[config.mk]
export PLATFORM = sky130hd
export DESIGN_NAME = date_string_difference_unit
export DESIGN_NICKNAME = d
export VERILOG_FILES = /design/src/sv/dsd_pkg.sv /design/src/sv/date_string_difference_unit.sv /design/src/sv/dsd_parser.sv /design/src/sv/dsd_calc.sv
export SDC_FILE = /design/constraint.sdc
export NUM_CORES = 1
export LEC_CHECK = 0
export BUFFER_PORTS_ARGS = -buffer_cell sky130_fd_sc_hd__buf_2
export CAP_MARGIN = 0
export CORE_MARGIN = 1
export CORE_UTILIZATION = 65
export CTS_BUF_LIST = sky130_fd_sc_hd__clkbuf_4 sky130_fd_sc_hd__clkbuf_8
export CTS_CLUSTER_DIAMETER = 120
export CTS_CLUSTER_SIZE = 14
export DETAILED_ROUTE_END_ITERATION = 12
export PLACE_DENSITY = 0.83
export RECOVER_POWER = 25
export SLEW_MARGIN = 20
export SYNTH_ARGS = -nofsm -noshare
export SYNTH_HDL_FRONTEND = slang
export SYNTH_SLANG_ARGS = --single-unit
[constraint.sdc]
create_clock -name clk -period 8.9 [get_ports clk]
set_input_delay 1.78 -clock clk [delete_from_list [all_inputs] [get_ports clk]]
set_output_delay 1.78 -clock clk [all_outputs]
set_load 0.01 [all_outputs]
[src/sv/dsd_pkg.sv]
// ----------------------------------------------------------------------------
// dsd_pkg
// Shared types, character codes and calendar helpers for the date string
// difference unit.
// ----------------------------------------------------------------------------
package dsd_pkg;

	// character codes
	localparam logic [7:0] CH_NUL   = 8'h00;
	localparam logic [7:0] CH_SLASH = 8'h2F;
	localparam logic [7:0] CH_0     = 8'h30;
	localparam logic [7:0] CH_9     = 8'h39;

	// field widths
	localparam int DAY_W   = 7;
	localparam int MONTH_W = 7;
	localparam int YEAR_W  = 14;
	localparam int LEN_W   = 3;
	localparam int DAYS_W  = 6;
	localparam int MONS_W  = 4;

	// segment codes
	localparam logic [1:0] SEG_DAY   = 2'd0;
	localparam logic [1:0] SEG_MONTH = 2'd1;
	localparam logic [1:0] SEG_YEAR  = 2'd2;
	localparam logic [1:0] SEG_SKIP  = 2'd3;

	// field length limits
	localparam logic [LEN_W-1:0] LEN_MAX      = 3'd7;
	localparam logic [LEN_W-1:0] CAP_SHORT    = 3'd2;
	localparam logic [LEN_W-1:0] CAP_YEAR     = 3'd4;

	// two-digit years are taken in this century
	localparam logic [YEAR_W-1:0] YEAR_SHORT_MAX = 14'd99;
	localparam logic [YEAR_W-1:0] YEAR_OFFSET    = 14'd2000;

	// divisibility by 25: y * inverse(25) mod 2^14 <= (2^14 - 1) / 25
	localparam logic [YEAR_W-1:0] INV25     = 14'd7209;
	localparam logic [YEAR_W-1:0] DIV25_MAX = 14'd655;

	localparam logic [MONS_W-1:0] MONTHS_PER_YEAR = 4'd12;

	typedef enum logic [1:0] {
		STAT_OK        = 2'd0,
		STAT_START_BAD = 2'd1,
		STAT_END_BAD   = 2'd2,
		STAT_ORDER     = 2'd3
	} status_t;

	// one collected date string, handed from parser to calculator
	typedef struct packed {
		logic                second;
		logic [LEN_W-1:0]    len_day;
		logic [LEN_W-1:0]    len_month;
		logic [LEN_W-1:0]    len_year;
		logic [DAY_W-1:0]    day;
		logic [MONTH_W-1:0]  month;
		logic [YEAR_W-1:0]   year;
	} date_rec_t;

	// days in a month; month zero and unknown codes give 31
	function automatic logic [4:0] month_len(input logic [3:0] m, input logic leap);
		logic [4:0] n;
		case (m)
			4'd2:                      n = leap ? 5'd29 : 5'd28;
			4'd4, 4'd6, 4'd9, 4'd11:   n = 5'd30;
			default:                   n = 5'd31;
		endcase
		return n;
	endfunction

endpackage

[src/sv/date_string_difference_unit.sv]
// ----------------------------------------------------------------------------
// date_string_difference_unit
// Difference in years, months and days between two day/month/year strings.
// ----------------------------------------------------------------------------
// Usage:
//   The slave channel carries one ASCII character per transaction; s_tlast
//   marks the last character of a date string. The first string is the
//   start date, the second the end date, and so on in pairs.
//   After each end string one transaction leaves on the master channel:
//   m_tuser holds the status (success, start invalid, end invalid, start
//   after end), m_tdata the years, months and days (zero unless success).
// Throughput: one character per cycle, back to back, unless a held result stalls the input.
// Path: m_tvalid rises once the end character has passed the input
//   register, the parser record register and the result register.
// Stall: the result register holds while m_tready is low; the next start
//   record still passes and the following end record waits at the parser
//   output. s_tready then drops once the next last character reaches the
//   input register, until the waiting result is taken.
// Reset: arst_n clears all handshake and parse state; the next string is
//   taken as a start date.
// ----------------------------------------------------------------------------
module date_string_difference_unit (
	input  logic        clk,
	input  logic        arst_n,
	input  logic        s_tvalid,
	output logic        s_tready,
	input  logic [7:0]  s_tdata,   // [7:0] character
	input  logic        s_tlast,   // end_of_date
	output logic        m_tvalid,
	input  logic        m_tready,
	output logic [23:0] m_tdata,   // [13:0] years, [17:14] months, [23:18] days
	output logic [1:0]  m_tuser    // [1:0] status
);
	import dsd_pkg::*;

	logic      rec_valid;
	logic      rec_ready;
	date_rec_t rec;

	// character parser
	dsd_parser u_parser (
		.clk       (clk),
		.arst_n    (arst_n),
		.s_tvalid  (s_tvalid),
		.s_tready  (s_tready),
		.s_tdata   (s_tdata),
		.s_tlast   (s_tlast),
		.rec_ready (rec_ready),
		.rec_valid (rec_valid),
		.rec       (rec)
	);

	// check and difference
	dsd_calc u_calc (
		.clk       (clk),
		.arst_n    (arst_n),
		.rec_valid (rec_valid),
		.rec       (rec),
		.rec_ready (rec_ready),
		.m_tvalid  (m_tvalid),
		.m_tready  (m_tready),
		.m_tdata   (m_tdata),
		.m_tuser   (m_tuser)
	);

	// input backpressure only comes from a held result
	a_stall_cause: assert property (@(posedge clk) disable iff (!arst_n)
		!s_tready |-> (m_tvalid && !m_tready))
		else $error("input stalled without a held result");

	// failed results carry no difference
	a_fail_zero: assert property (@(posedge clk) disable iff (!arst_n)
		(m_tvalid && (m_tuser != STAT_OK)) |-> (m_tdata == 24'd0))
		else $error("nonzero payload on failed result");

	// remaining months stay below a year
	a_months_range: assert property (@(posedge clk) disable iff (!arst_n)
		(m_tvalid && (m_tuser == STAT_OK)) |-> (m_tdata[17:14] <= 4'd11))
		else $error("months out of range");

	// borrow never takes days below minus two
	a_days_range: assert property (@(posedge clk) disable iff (!arst_n)
		(m_tvalid && (m_tuser == STAT_OK)) |-> ($signed(m_tdata[23:18]) >= -6'sd2))
		else $error("days out of range");

endmodule

[src/sv/dsd_parser.sv]
// ----------------------------------------------------------------------------
// dsd_parser
// Input register and character parser. Splits each date string into day,
// month and year fields and hands the finished record to the calculator.
// ----------------------------------------------------------------------------
module dsd_parser (
	input  logic               clk,
	input  logic               arst_n,
	input  logic               s_tvalid,
	output logic               s_tready,
	input  logic [7:0]         s_tdata,   // [7:0] character
	input  logic               s_tlast,   // end_of_date
	input  logic               rec_ready,
	output logic               rec_valid,
	output dsd_pkg::date_rec_t rec
);
	import dsd_pkg::*;

	logic             valid_s1;
	logic [7:0]       ch_s1;
	logic             last_s1;
	logic             consume;

	logic             second_q;
	logic [1:0]       seg_q;
	logic [LEN_W-1:0] len_q [0:2];
	logic             ended_q;
	logic [DAY_W-1:0]   day_q;
	logic [MONTH_W-1:0] month_q;
	logic [YEAR_W-1:0]  year_q;

	logic [1:0]       seg_n;
	logic [LEN_W-1:0] len_n [0:2];
	logic             ended_n;
	logic [DAY_W-1:0]   day_n;
	logic [MONTH_W-1:0] month_n;
	logic [YEAR_W-1:0]  year_n;

	logic [LEN_W-1:0] len_cur;
	logic [LEN_W-1:0] cap;
	logic [3:0]       digit;
	logic             is_digit;

	// a last character waits in s1 until the record slot is free
	assign consume  = valid_s1 && (!last_s1 || rec_ready);
	assign s_tready = !valid_s1 || consume;

	// input register
	always_ff @(posedge clk or negedge arst_n) begin
		if (!arst_n) begin
			valid_s1 <= 1'b0;
		end else if (s_tready) begin
			valid_s1 <= s_tvalid;
		end
	end

	always_ff @(posedge clk) begin
		if (s_tready && s_tvalid) begin
			ch_s1   <= s_tdata;
			last_s1 <= s_tlast;
		end
	end

	// field update for the character in s1
	always_comb begin
		seg_n   = seg_q;
		len_n   = len_q;
		ended_n = ended_q;
		day_n   = day_q;
		month_n = month_q;
		year_n  = year_q;
		len_cur  = len_q[seg_q];
		cap      = (seg_q == SEG_YEAR) ? CAP_YEAR : CAP_SHORT;
		digit    = ch_s1[3:0];
		is_digit = ch_s1 inside {[CH_0:CH_9]};
		if (seg_q != SEG_SKIP) begin
			if (ch_s1 == CH_NUL) begin
				seg_n = SEG_SKIP;
			end else if (ch_s1 == CH_SLASH) begin
				seg_n   = 2'(seg_q + 2'd1);
				ended_n = 1'b0;
			end else begin
				if (is_digit) begin
					if (!ended_q && (len_cur < cap)) begin
						case (seg_q)
							SEG_DAY:   day_n = 7'({day_q, 3'b000} + {2'b00, day_q, 1'b0}
								+ {6'd0, digit});
							SEG_MONTH: month_n = 7'({month_q, 3'b000}
								+ {2'b00, month_q, 1'b0} + {6'd0, digit});
							default:   year_n = 14'({year_q, 3'b000}
								+ {2'b00, year_q, 1'b0} + {13'd0, digit});
						endcase
					end
				end else begin
					ended_n = 1'b1;
				end
				if (len_cur < LEN_MAX) begin
					len_n[seg_q] = 3'(len_cur + 3'd1);
				end
			end
		end
	end

	// parse state; cleared after each string
	always_ff @(posedge clk or negedge arst_n) begin
		if (!arst_n) begin
			second_q <= 1'b0;
			seg_q    <= SEG_DAY;
			len_q    <= '{default: '0};
			ended_q  <= 1'b0;
			day_q    <= '0;
			month_q  <= '0;
			year_q   <= '0;
		end else if (consume) begin
			if (last_s1) begin
				second_q <= !second_q;
				seg_q    <= SEG_DAY;
				len_q    <= '{default: '0};
				ended_q  <= 1'b0;
				day_q    <= '0;
				month_q  <= '0;
				year_q   <= '0;
			end else begin
				seg_q    <= seg_n;
				len_q    <= len_n;
				ended_q  <= ended_n;
				day_q    <= day_n;
				month_q  <= month_n;
				year_q   <= year_n;
			end
		end
	end

	// record register
	always_ff @(posedge clk or negedge arst_n) begin
		if (!arst_n) begin
			rec_valid <= 1'b0;
		end else if (rec_ready) begin
			rec_valid <= consume && last_s1;
		end
	end

	always_ff @(posedge clk) begin
		if (consume && last_s1) begin
			rec.second    <= second_q;
			rec.len_day   <= len_n[0];
			rec.len_month <= len_n[1];
			rec.len_year  <= len_n[2];
			rec.day       <= day_n;
			rec.month     <= month_n;
			rec.year      <= year_n;
		end
	end

endmodule

[src/sv/dsd_calc.sv]
// ----------------------------------------------------------------------------
// dsd_calc
// Date check, start date store and year/month/day difference with the
// result register.
// ----------------------------------------------------------------------------
module dsd_calc (
	input  logic               clk,
	input  logic               arst_n,
	input  logic               rec_valid,
	input  dsd_pkg::date_rec_t rec,
	output logic               rec_ready,
	output logic               m_tvalid,
	input  logic               m_tready,
	output logic [23:0]        m_tdata,   // [13:0] years, [17:14] months, [23:18] days
	output logic [1:0]         m_tuser    // [1:0] status
);
	import dsd_pkg::*;

	logic               take;
	logic [YEAR_W-1:0]  y_adj;
	logic [YEAR_W-1:0]  y_inv;
	logic               leap;
	logic [3:0]         mon;
	logic [4:0]         mlen;
	logic               len_ok;
	logic               ok;

	logic               start_valid_q;
	logic [DAY_W-1:0]   start_day_q;
	logic [3:0]         start_month_q;
	logic [YEAR_W-1:0]  start_year_q;

	logic               later;
	logic               borrow;
	logic [3:0]         m1b;
	logic [7:0]         d1b;
	logic               wrap;
	logic [4:0]         m1w;
	status_t            status;
	logic [YEAR_W-1:0]  yrs;
	logic [MONS_W-1:0]  mos;
	logic [DAYS_W-1:0]  dys;

	logic               out_valid_q;
	status_t            status_q;
	logic [YEAR_W-1:0]  yrs_q;
	logic [MONS_W-1:0]  mos_q;
	logic [DAYS_W-1:0]  dys_q;

	// only an end record needs the result register
	assign take      = rec_valid && (!rec.second || !out_valid_q || m_tready);
	assign rec_ready = !rec_valid || take;

	// date check with gregorian leap years
	always_comb begin
		y_adj  = (rec.year <= YEAR_SHORT_MAX) ? 14'(rec.year + YEAR_OFFSET) : rec.year;
		y_inv  = 14'(y_adj * INV25);
		leap   = (y_adj[1:0] == 2'b00) && ((y_inv > DIV25_MAX) || (y_adj[3:0] == 4'd0));
		mon    = rec.month[3:0];
		mlen   = month_len(mon, leap);
		len_ok = (rec.len_day >= 3'd1) && (rec.len_day <= CAP_SHORT)
			&& (rec.len_month >= 3'd1) && (rec.len_month <= CAP_SHORT)
			&& ((rec.len_year == CAP_SHORT) || (rec.len_year == CAP_YEAR));
		ok     = len_ok && (rec.month >= 7'd1) && (rec.month <= 7'd12)
			&& (rec.day >= 7'd1) && (rec.day <= {2'b00, mlen});
	end

	// difference by borrowing the length of the month before the end month
	always_comb begin
		later  = (start_year_q > y_adj)
			|| ((start_year_q == y_adj) && (start_month_q > mon))
			|| ((start_year_q == y_adj) && (start_month_q == mon)
				&& (start_day_q > rec.day));
		borrow = start_day_q > rec.day;
		m1b    = borrow ? 4'(mon - 4'd1) : mon;
		d1b    = borrow ? 8'({1'b0, rec.day} + {3'd0, month_len(m1b, leap)})
			: {1'b0, rec.day};
		wrap   = start_month_q > m1b;
		m1w    = wrap ? 5'({1'b0, m1b} + {1'b0, MONTHS_PER_YEAR}) : {1'b0, m1b};
		yrs    = '0;
		mos    = '0;
		dys    = '0;
		if (!start_valid_q) begin
			status = STAT_START_BAD;
		end else if (!ok) begin
			status = STAT_END_BAD;
		end else if (later) begin
			status = STAT_ORDER;
		end else begin
			status = STAT_OK;
			dys    = 6'(d1b - {1'b0, start_day_q});
			mos    = 4'(m1w - {1'b0, start_month_q});
			yrs    = 14'(y_adj - start_year_q - {13'd0, wrap});
		end
	end

	// start date store
	always_ff @(posedge clk or negedge arst_n) begin
		if (!arst_n) begin
			start_valid_q <= 1'b0;
			start_day_q   <= '0;
			start_month_q <= '0;
			start_year_q  <= '0;
		end else if (take && !rec.second) begin
			start_valid_q <= ok;
			start_day_q   <= rec.day;
			start_month_q <= rec.month[3:0];
			start_year_q  <= y_adj;
		end
	end

	// result register
	always_ff @(posedge clk or negedge arst_n) begin
		if (!arst_n) begin
			out_valid_q <= 1'b0;
		end else if (take && rec.second) begin
			out_valid_q <= 1'b1;
		end else if (m_tready) begin
			out_valid_q <= 1'b0;
		end
	end

	always_ff @(posedge clk) begin
		if (take && rec.second) begin
			status_q <= status;
			yrs_q    <= yrs;
			mos_q    <= mos;
			dys_q    <= dys;
		end
	end

	assign m_tvalid = out_valid_q;
	assign m_tuser  = status_q;
	assign m_tdata  = {dys_q, mos_q, yrs_q};

endmodule
After elaboration in Yosys (flattened, before gate mapping)
Cells that the tools add are included.

Register bits after elaboration: 143. Latch bits: 0. RAM bits: 0. Bits in read-only memories: 0. Output and inout bits: 28. Word-level logic and storage cells: 193. Memories: 0.

Add/sub/neg operators: 16. Multiply operators: 1. Divide/modulo/power cells: 0. $lt $le $gt $ge: 20. Equality and inequality tests: 20. Shifts and indexed selects: 0. Muxes and demuxes: 53. Bitwise operators: 3. Reduce and logical (&&, ||, !) cells: 51.

Operators with widths (number): $mux W14 (8); $mux W7 (14); $mux W9 (5); $logic_and A1 B1 Y1 (21); $pmux W5 S2 (2); $eq A4 B3 Y1 const B (4); $eq A4 B4 Y1 const B (4); $add A14 B11 Y14 const B (1); $add A14 B14 Y14 (1); $add A14 B4 Y14 (1); $add A7 B4 Y7 (2); $add A7 B7 Y7 (2); $eq A14 B14 Y1 (1); $ge A7 B1 Y1 const B (2); $gt A14 B10 Y1 const B (1); $gt A14 B14 Y1 (1); $le A14 B7 Y1 const B (1); $mul A14 B13 Y14 const B (1); $sub A14 B1 Y14 (1); $sub A14 B14 Y14 (1); $mux W2 (6); $mux W3 (4); $bwmux W9 (1); $logic_or A1 B1 Y1 (9); 48 further kinds (70).

Longest topological paths before layout
Gate-level depths: netlist of the first run.

Word-level depth: 12. Depth in mapped cells: 33. Gate-level depth less buffers: 33.

Modules after synthesis
From an unflattened synthesis of the first run, not the netlist that was laid out.

Cells, all modules: 1072. Area total of the unflattened synthesis: 10686.5 um2.

By module, submodules not included: dsd_calc (times used 1, cells an instance 618, area each 5672.9 um2, seq. area each 1456.4 um2); dsd_parser (times used 1, cells an instance 454, area each 5013.6 um2, seq. area each 2487.4 um2).

Least setup slack after synthesis of the first run
No wires, ideal clock.

Path kind: register to register. From: register u_parser.rec[9] (netlist name). To: register u_calc.dys_q[5], data pin. Setup time: 281 ps. Data arrival time: 7214 ps. Path slack: 1405 ps. Cell stages (with the launch flop): 30. Buffers on the path: 0. Path through: edfxtp_1 -> or4_4 -> or4_1 -> nor2_1 -> nand3_1 -> o21ai_2 -> inv_1 -> ha_1 -> ha_1 -> ha_1 -> fa_1 -> ha_1 -> fa_1 -> a31oi_1 -> mux2i_1 -> a2111oi_0 -> nand3_1 -> a311oi_1 -> a21oi_1 -> ha_1 -> fa_1 -> mux2_2 -> ha_1 -> nor2b_1 -> o21ai_0 -> a21boi_0 -> or4_1 -> nand3_1 -> xnor2_1 -> a211oi_2.

Word-level cells in the longest chain between the ends: 12.

Ends and longest elaborated chain: $add A14 B11 Y14 / $le A14 B7 Y1 (equally long branches) (line dsd_calc.sv:56) `y_adj = (rec.year <= YEAR_SHORT_MAX) ? 14'(rec.year + YEAR_OFFSET) : rec.year;`; $mux W14 * (line dsd_calc.sv:56); branches (longest 10 deep; another with $mul A14 B13 Y14); end signal: assignment (line dsd_calc.sv:128) `dys_q <= dys;`; end: declaration (line dsd_calc.sv:48) `logic [DAYS_W-1:0] dys_q;`.

Mark *: on every way between the ends. A chain may end at the register's enable or synchronous reset.

Final worst setup path of the first run
From: register u_parser.rec[9] (netlist name). To: register u_calc.dys_q[5], data pin.

Word-level cells in the longest chain between the ends: 12.

Ends and longest elaborated chain: $le A14 B7 Y1 * (line dsd_calc.sv:56); $mux W14 * (line dsd_calc.sv:56); net u_calc.y_adj[5] (line dsd_calc.sv:20) `logic [YEAR_W-1:0] y_adj;`; branches (longest 10 deep; another with $mul A14 B13 Y14).

Mark *: on every way through the listed nets, which the timed path passes.

==> results of run 1 <==
[flip-flops by register name (all words and copies together) (netlist names), 6 cells and up]
name                 count
u_parser.month_q         7
u_parser.day_q           7
u_parser.year_q         14
u_calc.start_day_q       7
u_parser.rec            38
u_calc.start_year_q     14
u_parser.ch_s1           8
u_calc.yrs_q            14
u_parser.len_q           9
u_calc.dys_q             6
[cell families (layout without fill, tap and decap cells)]
logic type               count (synthesis)  count (layout)  share of synthesized area
multiplexers                            22              22                     0.0219
XOR/XNOR                                69              69                     0.0595
AO/OA/AOI/OAI                          275             275                      0.179
adder cells (fa/ha/maj)                175             175                      0.221
AND/OR/NAND/NOR                        230             230                     0.0981
buffers and inverters                  157             203                     0.0568
flip-flops                             143             143                      0.364
[placed cells by master, fill, tap and decap left out, types with 13 or more instances in the layout]
cell,synthesis,final
a211oi_2,20,20
a21o_1,16,16
a21oi_1,35,35
a22o_1,14,14
buf_2,3,40
clkbuf_8,0,17
dfrtp_1,70,70
edfxtp_1,73,73
fa_1,27,27
ha_1,148,148
inv_1,123,123
mux2_2,14,14
nand2_1,103,101
nand2b_1,13,13
nor2_1,49,49
o21ai_0,92,92
xnor2_1,41,41
xor2_1,25,25
[critical path, delay by kind of cell (launching register included)]
kind / cells / cell delay, ps
adder cells (fa/ha/maj): 9 / 2870
AND/OR/NAND/NOR: 7 / 1990
AO/OA/AOI/OAI: 8 / 1930
flip-flops: 1 / 450
multiplexers: 2 / 390
buffers and inverters: 1 / 190
XOR/XNOR: 1 / 130
[layout make-up]
type	instances	area (sq um)
clock buffer	17	234
clock inverter	15	148
fill	1136	4460
inverter	124	465
multi-input combinational	771	6290
sequential	143	3940
tap	216	270
timing repair buffer	47	245
[Yosys cell counts (all sizes together), types with 10 or more instances]
cell    count
a22o       14
edfxtp     73
dfrtp      70
nand2b     13
ha        148
o31a       11
fa         27
nand3      12
a21o       16
nand2     103
a211oi     24
mux2       14
o31ai      11
inv       124
a31oi      13
nor2b      10
a21oi      35
xnor2      41
xor2       25
o21ai     100
clkbuf     25
nor2       49
[power groups by stage]
stage	Sequential (mW)	Combinational, mW	Clock [mW]
after floorplan	0.831	0.707	0
after global placement	0.841	0.849	0
after detailed placement	0.845	0.888	0
after CTS	0.831	0.894	0.506
after global routing	0.842	1.02	0.536
final	0.832	0.893	0.498
[layer usage]
layer	GRT usage	up-vias	wire, um
met5	0	-	0
met1	0.327	3733	9340
met4	0.0967	0	458
li1	-	3867	-
met3	0.0417	43	848
met2	0.445	213	10300
[per-stage QoR]
step	power (mW)	cells	area (sq um)	hold slack (ps)
6_report	2.22	1333	11600	489
5_1_grt	2.40	1333	11600	511
4_1_cts	2.23	1333	11600	494
3_5_place_dp	1.73	1301	11200	473
3_3_place_gp	1.69	1301	11200	456
2_1_floorplan	1.54	1071	10800	442
[final timing paths]
kind,to,from
min reg2reg,u_calc.start_day_q[6],u_calc.start_day_q[6]
max in group asynchronous,u_parser.year_q[1],arst_n
max reg2reg,u_calc.dys_q[5],u_parser.rec[9]
min in group asynchronous,u_calc.start_day_q[3],arst_n
min,u_calc.start_day_q[6],u_calc.start_day_q[6]
max,u_calc.dys_q[5],u_parser.rec[9]
==> impl_metrics.py, run 1 <==
metrics = {
    "pwr": {
        "max-vdd-ir-drop_v": 0.000110,
        "p_per_area_nw_per_um2": 192,
        "power.leakage_nw": 5.24,
        "p_comb_frac": 0.402,
        "p_clk_frac": 0.224,
        "intPower_mw": 1.36,
        "p_sw_uw": 864,
        "sw_frac_of_total": 0.388,
        "power.share.sequential": 0.374,
    },
    "die": {
        "die_w_um": 131,
        "die_h_um": 131,
        "ios": 41,
        "rows": 46,
        "start_util": 0.675,
        "die_area_sq_um": 17200,
        "fp.coreArea_sq_um": 16100,
    },
    "setup_path": {
        "critPathKind": "reg -> reg",
        "slowest_stage": "or4_4",
        "critPathRequiredTime_ps": 9080,
        "path_common_cell": "ha_1",
        "arrival_ps": 8410,
        "cp_max_fo": 5,
        "reg2reg_depth": 28,
        "cp-end-kind": "flip-flop",
        "rrSetupSlack_ps": 660,
        "max_stage_delay_ps": 570,
        "critPathLaunchType": "flip-flop",
    },
    "cells_and_area": {
        "area_growth_pct": 6.96,
        "nets": 1292,
        "n_antenna_cell": 0,
        "final_core_util": 0.722,
        "drive_gt1_frac": 0.120,
    },
    "yosys": {
        "synth_edf_count": 73,
        "syn_area_sq_um": 10800,
        "synth-seq-cells": 143,
        "synth_top_cell_area_share": 0.202,
        "synth.distinct_cells": 67,
        "ys.flop_type": "edfxtp_1",
        "synthTopCellsByArea": "edfxtp_1, ha_1, dfrtp_1",
        "synthCells": 1071,
        "syn_avg_cell_area_sq_um": 10.1,
        "synth_area_leader_cell": "edfxtp_1",
        "yosysWarnings": 0,
        "synth_fp_nets": 1259,
        "synthArstFlopShare": 0.490,
        "seq_area_frac_synth": 0.364,
    },
    "grt": {
        "grt_pass1_vias": 7732,
        "grt_overflow": 0,
        "gr-usage-all-layers": 0.259,
        "grt_start_max_net_pins": 71,
        "antenna_found_initial": 0,
        "grt_pass1_wl_mm": 35.8,
    },
    "timing": {
        "worst_slack_ps": 662,
        "rsz0062_at_grt": "false",
        "maxSlewViolCount": 124,
        "setup_viol": 0,
        "fin_crit_sh": 0.926,
        "fmax_mhz": 121,
        "finalClockSkew_ps": 12.1,
        "slew_headroom": -1.68,
        "hold_viol_final": 0,
        "period_needed_ps": 8240,
        "worstMarginPinSlew_ps": 4020,
        "fin_setup_tns_ps": 0,
    },
    "drt": {
        "drtIter0Drc": 497,
        "wl_mm": 21.0,
        "wl_per_cell_um": 15.7,
        "avgViaCountPerCell": 5.89,
        "dr.pass1.iters": 5,
        "drcViolationCount": 0,
        "dr_total_vias": 7856,
        "ant_nets": 0,
    },
    "clock_network": {
        "cts_setup_buffers": 0,
        "cts_tree": "built",
        "cts_max_level": 4,
        "post_cts_resized": 0,
        "root_buffer": "clkbuf_8",
        "cts.clk_slew.worst_paths_ps": 90,
        "cts_buffers": 17,
        "clock_path_buffers": 2,
        "hold_buffers": 0,
        "clk_latency_ps": 460,
        "cts.sinks": 143,
    },
    "placement": {
        "routabilityCongestion": 0.887,
        "dp_slack_ps": 731,
        "dp_hpwl_mm": 15.8,
        "port_buffers": 40,
    },
    "outcome": {
        "failed_checks": "max-capacitance violations, max-slew violations",
        "status": "finished with violations",
    },
    "hold_path": {
        "hold_path_depth": 2,
        "hold_path.class": "reg -> reg",
    },
    "flow_run": {
        "drv_cap": 2,
    },
}
Power figures use the tool's default switching activity.
==> inputs of run 2 (changes only) <==
--- a/config.mk
+++ b/config.mk
@@ -5,6 +5,7 @@
 export SDC_FILE = /design/constraint.sdc
 export NUM_CORES = 1
 export LEC_CHECK = 0
+export ABC_AREA = 1
 export BUFFER_PORTS_ARGS = -buffer_cell sky130_fd_sc_hd__buf_2
 export CAP_MARGIN = 0
 export CORE_MARGIN = 1
==> impl_metrics.py, run 2 <==
metrics = {
    "outcome": {
        "failed_checks": "max-capacitance violations, max-slew violations",
        "status": "finished with violations",
    },
    "yosys": {
        "synth_top_cell_area_share": 0.204,
        "ys.flop_type": "edfxtp_1",
        "yosysMostFrequentCell": "nand2_1",
        "synthTopCellsByCount": "nand2_1, inv_1, ha_1, o21ai_0, nor2_1",
        "synth.distinct_cells": 46,
        "syn_area_sq_um": 10700,
        "synthArstFlopShare": 0.490,
        "synth_fp_nets": 1450,
        "syn_avg_cell_area_sq_um": 8.51,
        "synthCells": 1262,
        "synth_edf_count": 73,
        "synth_area_leader_cell": "edfxtp_1",
        "yosysWarnings": 0,
        "synthTopCellsByArea": "edfxtp_1, ha_1, dfrtp_1",
        "synth-seq-cells": 143,
        "seq_area_frac_synth": 0.367,
    },
    "grt": {
        "grt_pass1_vias": 8283,
        "grt_use_met3": 0.0456,
        "gr-usage-met2": 0.463,
        "gr-usage-met1": 0.345,
        "grt_start_max_net_pins": 71,
        "top_usage_layer": "met2",
        "grt_overflow": 0,
        "grt_pass1_wl_mm": 36.5,
        "antenna_found_initial": 0,
        "gr-usage-all-layers": 0.273,
    },
    "clock_network": {
        "clk_latency_ps": 450,
        "cts.clk_slew.worst_paths_ps": 90,
        "cts_tree": "built",
        "cts_max_level": 4,
        "cts.sinks": 143,
        "hold_buffers": 0,
        "root_buffer": "clkbuf_8",
        "post_cts_resized": 0,
        "clock_path_buffers": 2,
        "cts_setup_buffers": 0,
        "cts_buffers": 17,
    },
    "timing": {
        "worstMarginPinSlew_ps": 4050,
        "finalClockSkew_ps": 12.5,
        "maxSlewViolCount": 71,
        "setup_viol": 0,
        "rsz0062_at_grt": "false",
        "slew_headroom": -1.70,
        "fin_setup_tns_ps": 0,
        "fmax_mhz": 127,
        "period_needed_ps": 7890,
        "fin_crit_sh": 0.887,
        "hold_viol_final": 0,
    },
    "cells_and_area": {
        "nets": 1493,
        "drive_gt1_frac": 0.0827,
        "final_common_cell": "nand2_1",
        "seq_area_sq_um": 3940,
        "multi_input_area_sq_um": 5820,
        "largest_reg_flops": 38,
        "final_cell_mix": "nand2_1, inv_1, ha_1, o21ai_0, nor2_1",
        "regMostFlops": "u_parser.rec",
        "final_area_sq_um": 11500,
        "area_growth_pct": 7.36,
        "fill_cells": 1196,
        "n_antenna_cell": 0,
    },
    "placement": {
        "dp_hpwl_mm": 16.2,
        "placed_area_sq_um": 11100,
        "port_buffers": 40,
        "routabilityCongestion": 0.883,
    },
    "drt": {
        "drcViolationCount": 0,
        "dr.pass1.iters": 5,
        "wl_mm": 21.1,
        "dr_total_vias": 8321,
        "drtIter0Drc": 609,
        "avgViaCountPerCell": 5.42,
        "ant_nets": 0,
        "wl_per_cell_um": 13.8,
    },
    "die": {
        "start_util": 0.672,
        "ios": 41,
        "die_area_sq_um": 17000,
        "die_w_um": 131,
        "rows": 46,
        "die_h_um": 131,
        "fp.coreArea_sq_um": 16000,
    },
    "setup_path": {
        "cp_max_fo": 11,
        "max_stage_delay_ps": 630,
        "cp-end-kind": "flip-flop",
        "path_common_cell": "ha_1",
        "critPathKind": "reg -> reg",
        "critPathRequiredTime_ps": 9100,
        "slowest_stage": "o21ai_0",
        "critPathLaunchType": "flip-flop",
        "arrival_ps": 8090,
    },
    "hold_path": {
        "hold_path.class": "reg -> reg",
    },
    "pwr": {
        "power.leakage_nw": 5.88,
        "p_per_area_nw_per_um2": 191,
        "max-vdd-ir-drop_v": 0.000135,
    },
    "flow_run": {
        "drv_cap": 1,
    },
}
[run 2: critical path, delay by kind of cell (launching register included)]
| family | cells | cell delay [ps] |
|---|---|---|
| and+or+nand+nor | 13 | 1740 |
| buffers and inverters | 3 | 250 |
| DFF | 1 | 590 |
| AOI/OAI and AO/OA | 8 | 1500 |
| xor gates and xnor gates | 2 | 350 |
| adders and majority gates | 10 | 3240 |
[run 2: cell type report]
type	count	area share
Inverter	234	0.0761
Timing Repair Buffer	44	0.0192
Clock buffer	19	0.0216
Clock inverter	13	0.0134
Tap cell	216	0.0234
Multi-Input combinational cell	865	0.504
Sequential cell	143	0.342
[run 2: stage by stage]
stage,std cells,total power [mW],setup slack [ps],utilization,hold WS (ps)
floorplan,1262,1.48,2120,-,442
global placement,1502,1.64,1600,0.696,457
detailed placement,1502,1.67,1310,0.696,468
CTS,1534,2.21,1260,0.722,489
global route,1534,2.37,440,0.721,503
finish,1534,2.20,1010,0.721,486
[run 2: cells by family after synthesis]
kind of cell	count (synthesis)	synth area share
xor+xnor	52	0.0424
compound gates	194	0.100
simple gates	444	0.176
buf+inv	254	0.0915
fa+ha+maj	175	0.223
flops	143	0.367
[run 2: layer usage]
metal / wire [um] / share of wire
met4: 494 / 0.023
met5: 0 / 0
met1: 9560 / 0.45
met2: 10300 / 0.49
met3: 772 / 0.037
[run 2: power by group]
group	internal, mW	switching, mW
combinational	0.327	0.528
clock	0.261	0.268
sequential	0.769	0.0498
[run 2: final timing paths]
check	startpoint	to	slack, ps	depth (start not counted)
max reg2reg	u_parser.rec[1]	u_calc.dys_q[5]	1010	36
min in group asynchronous	arst_n	u_calc.start_month_q[0]	2850	2
max	u_parser.rec[1]	u_calc.dys_q[5]	1010	36
max in group asynchronous	arst_n	u_parser.year_q[5]	3800	2
min reg2reg	u_parser.second_q	u_parser.second_q	490	1
min	u_parser.second_q	u_parser.second_q	490	1
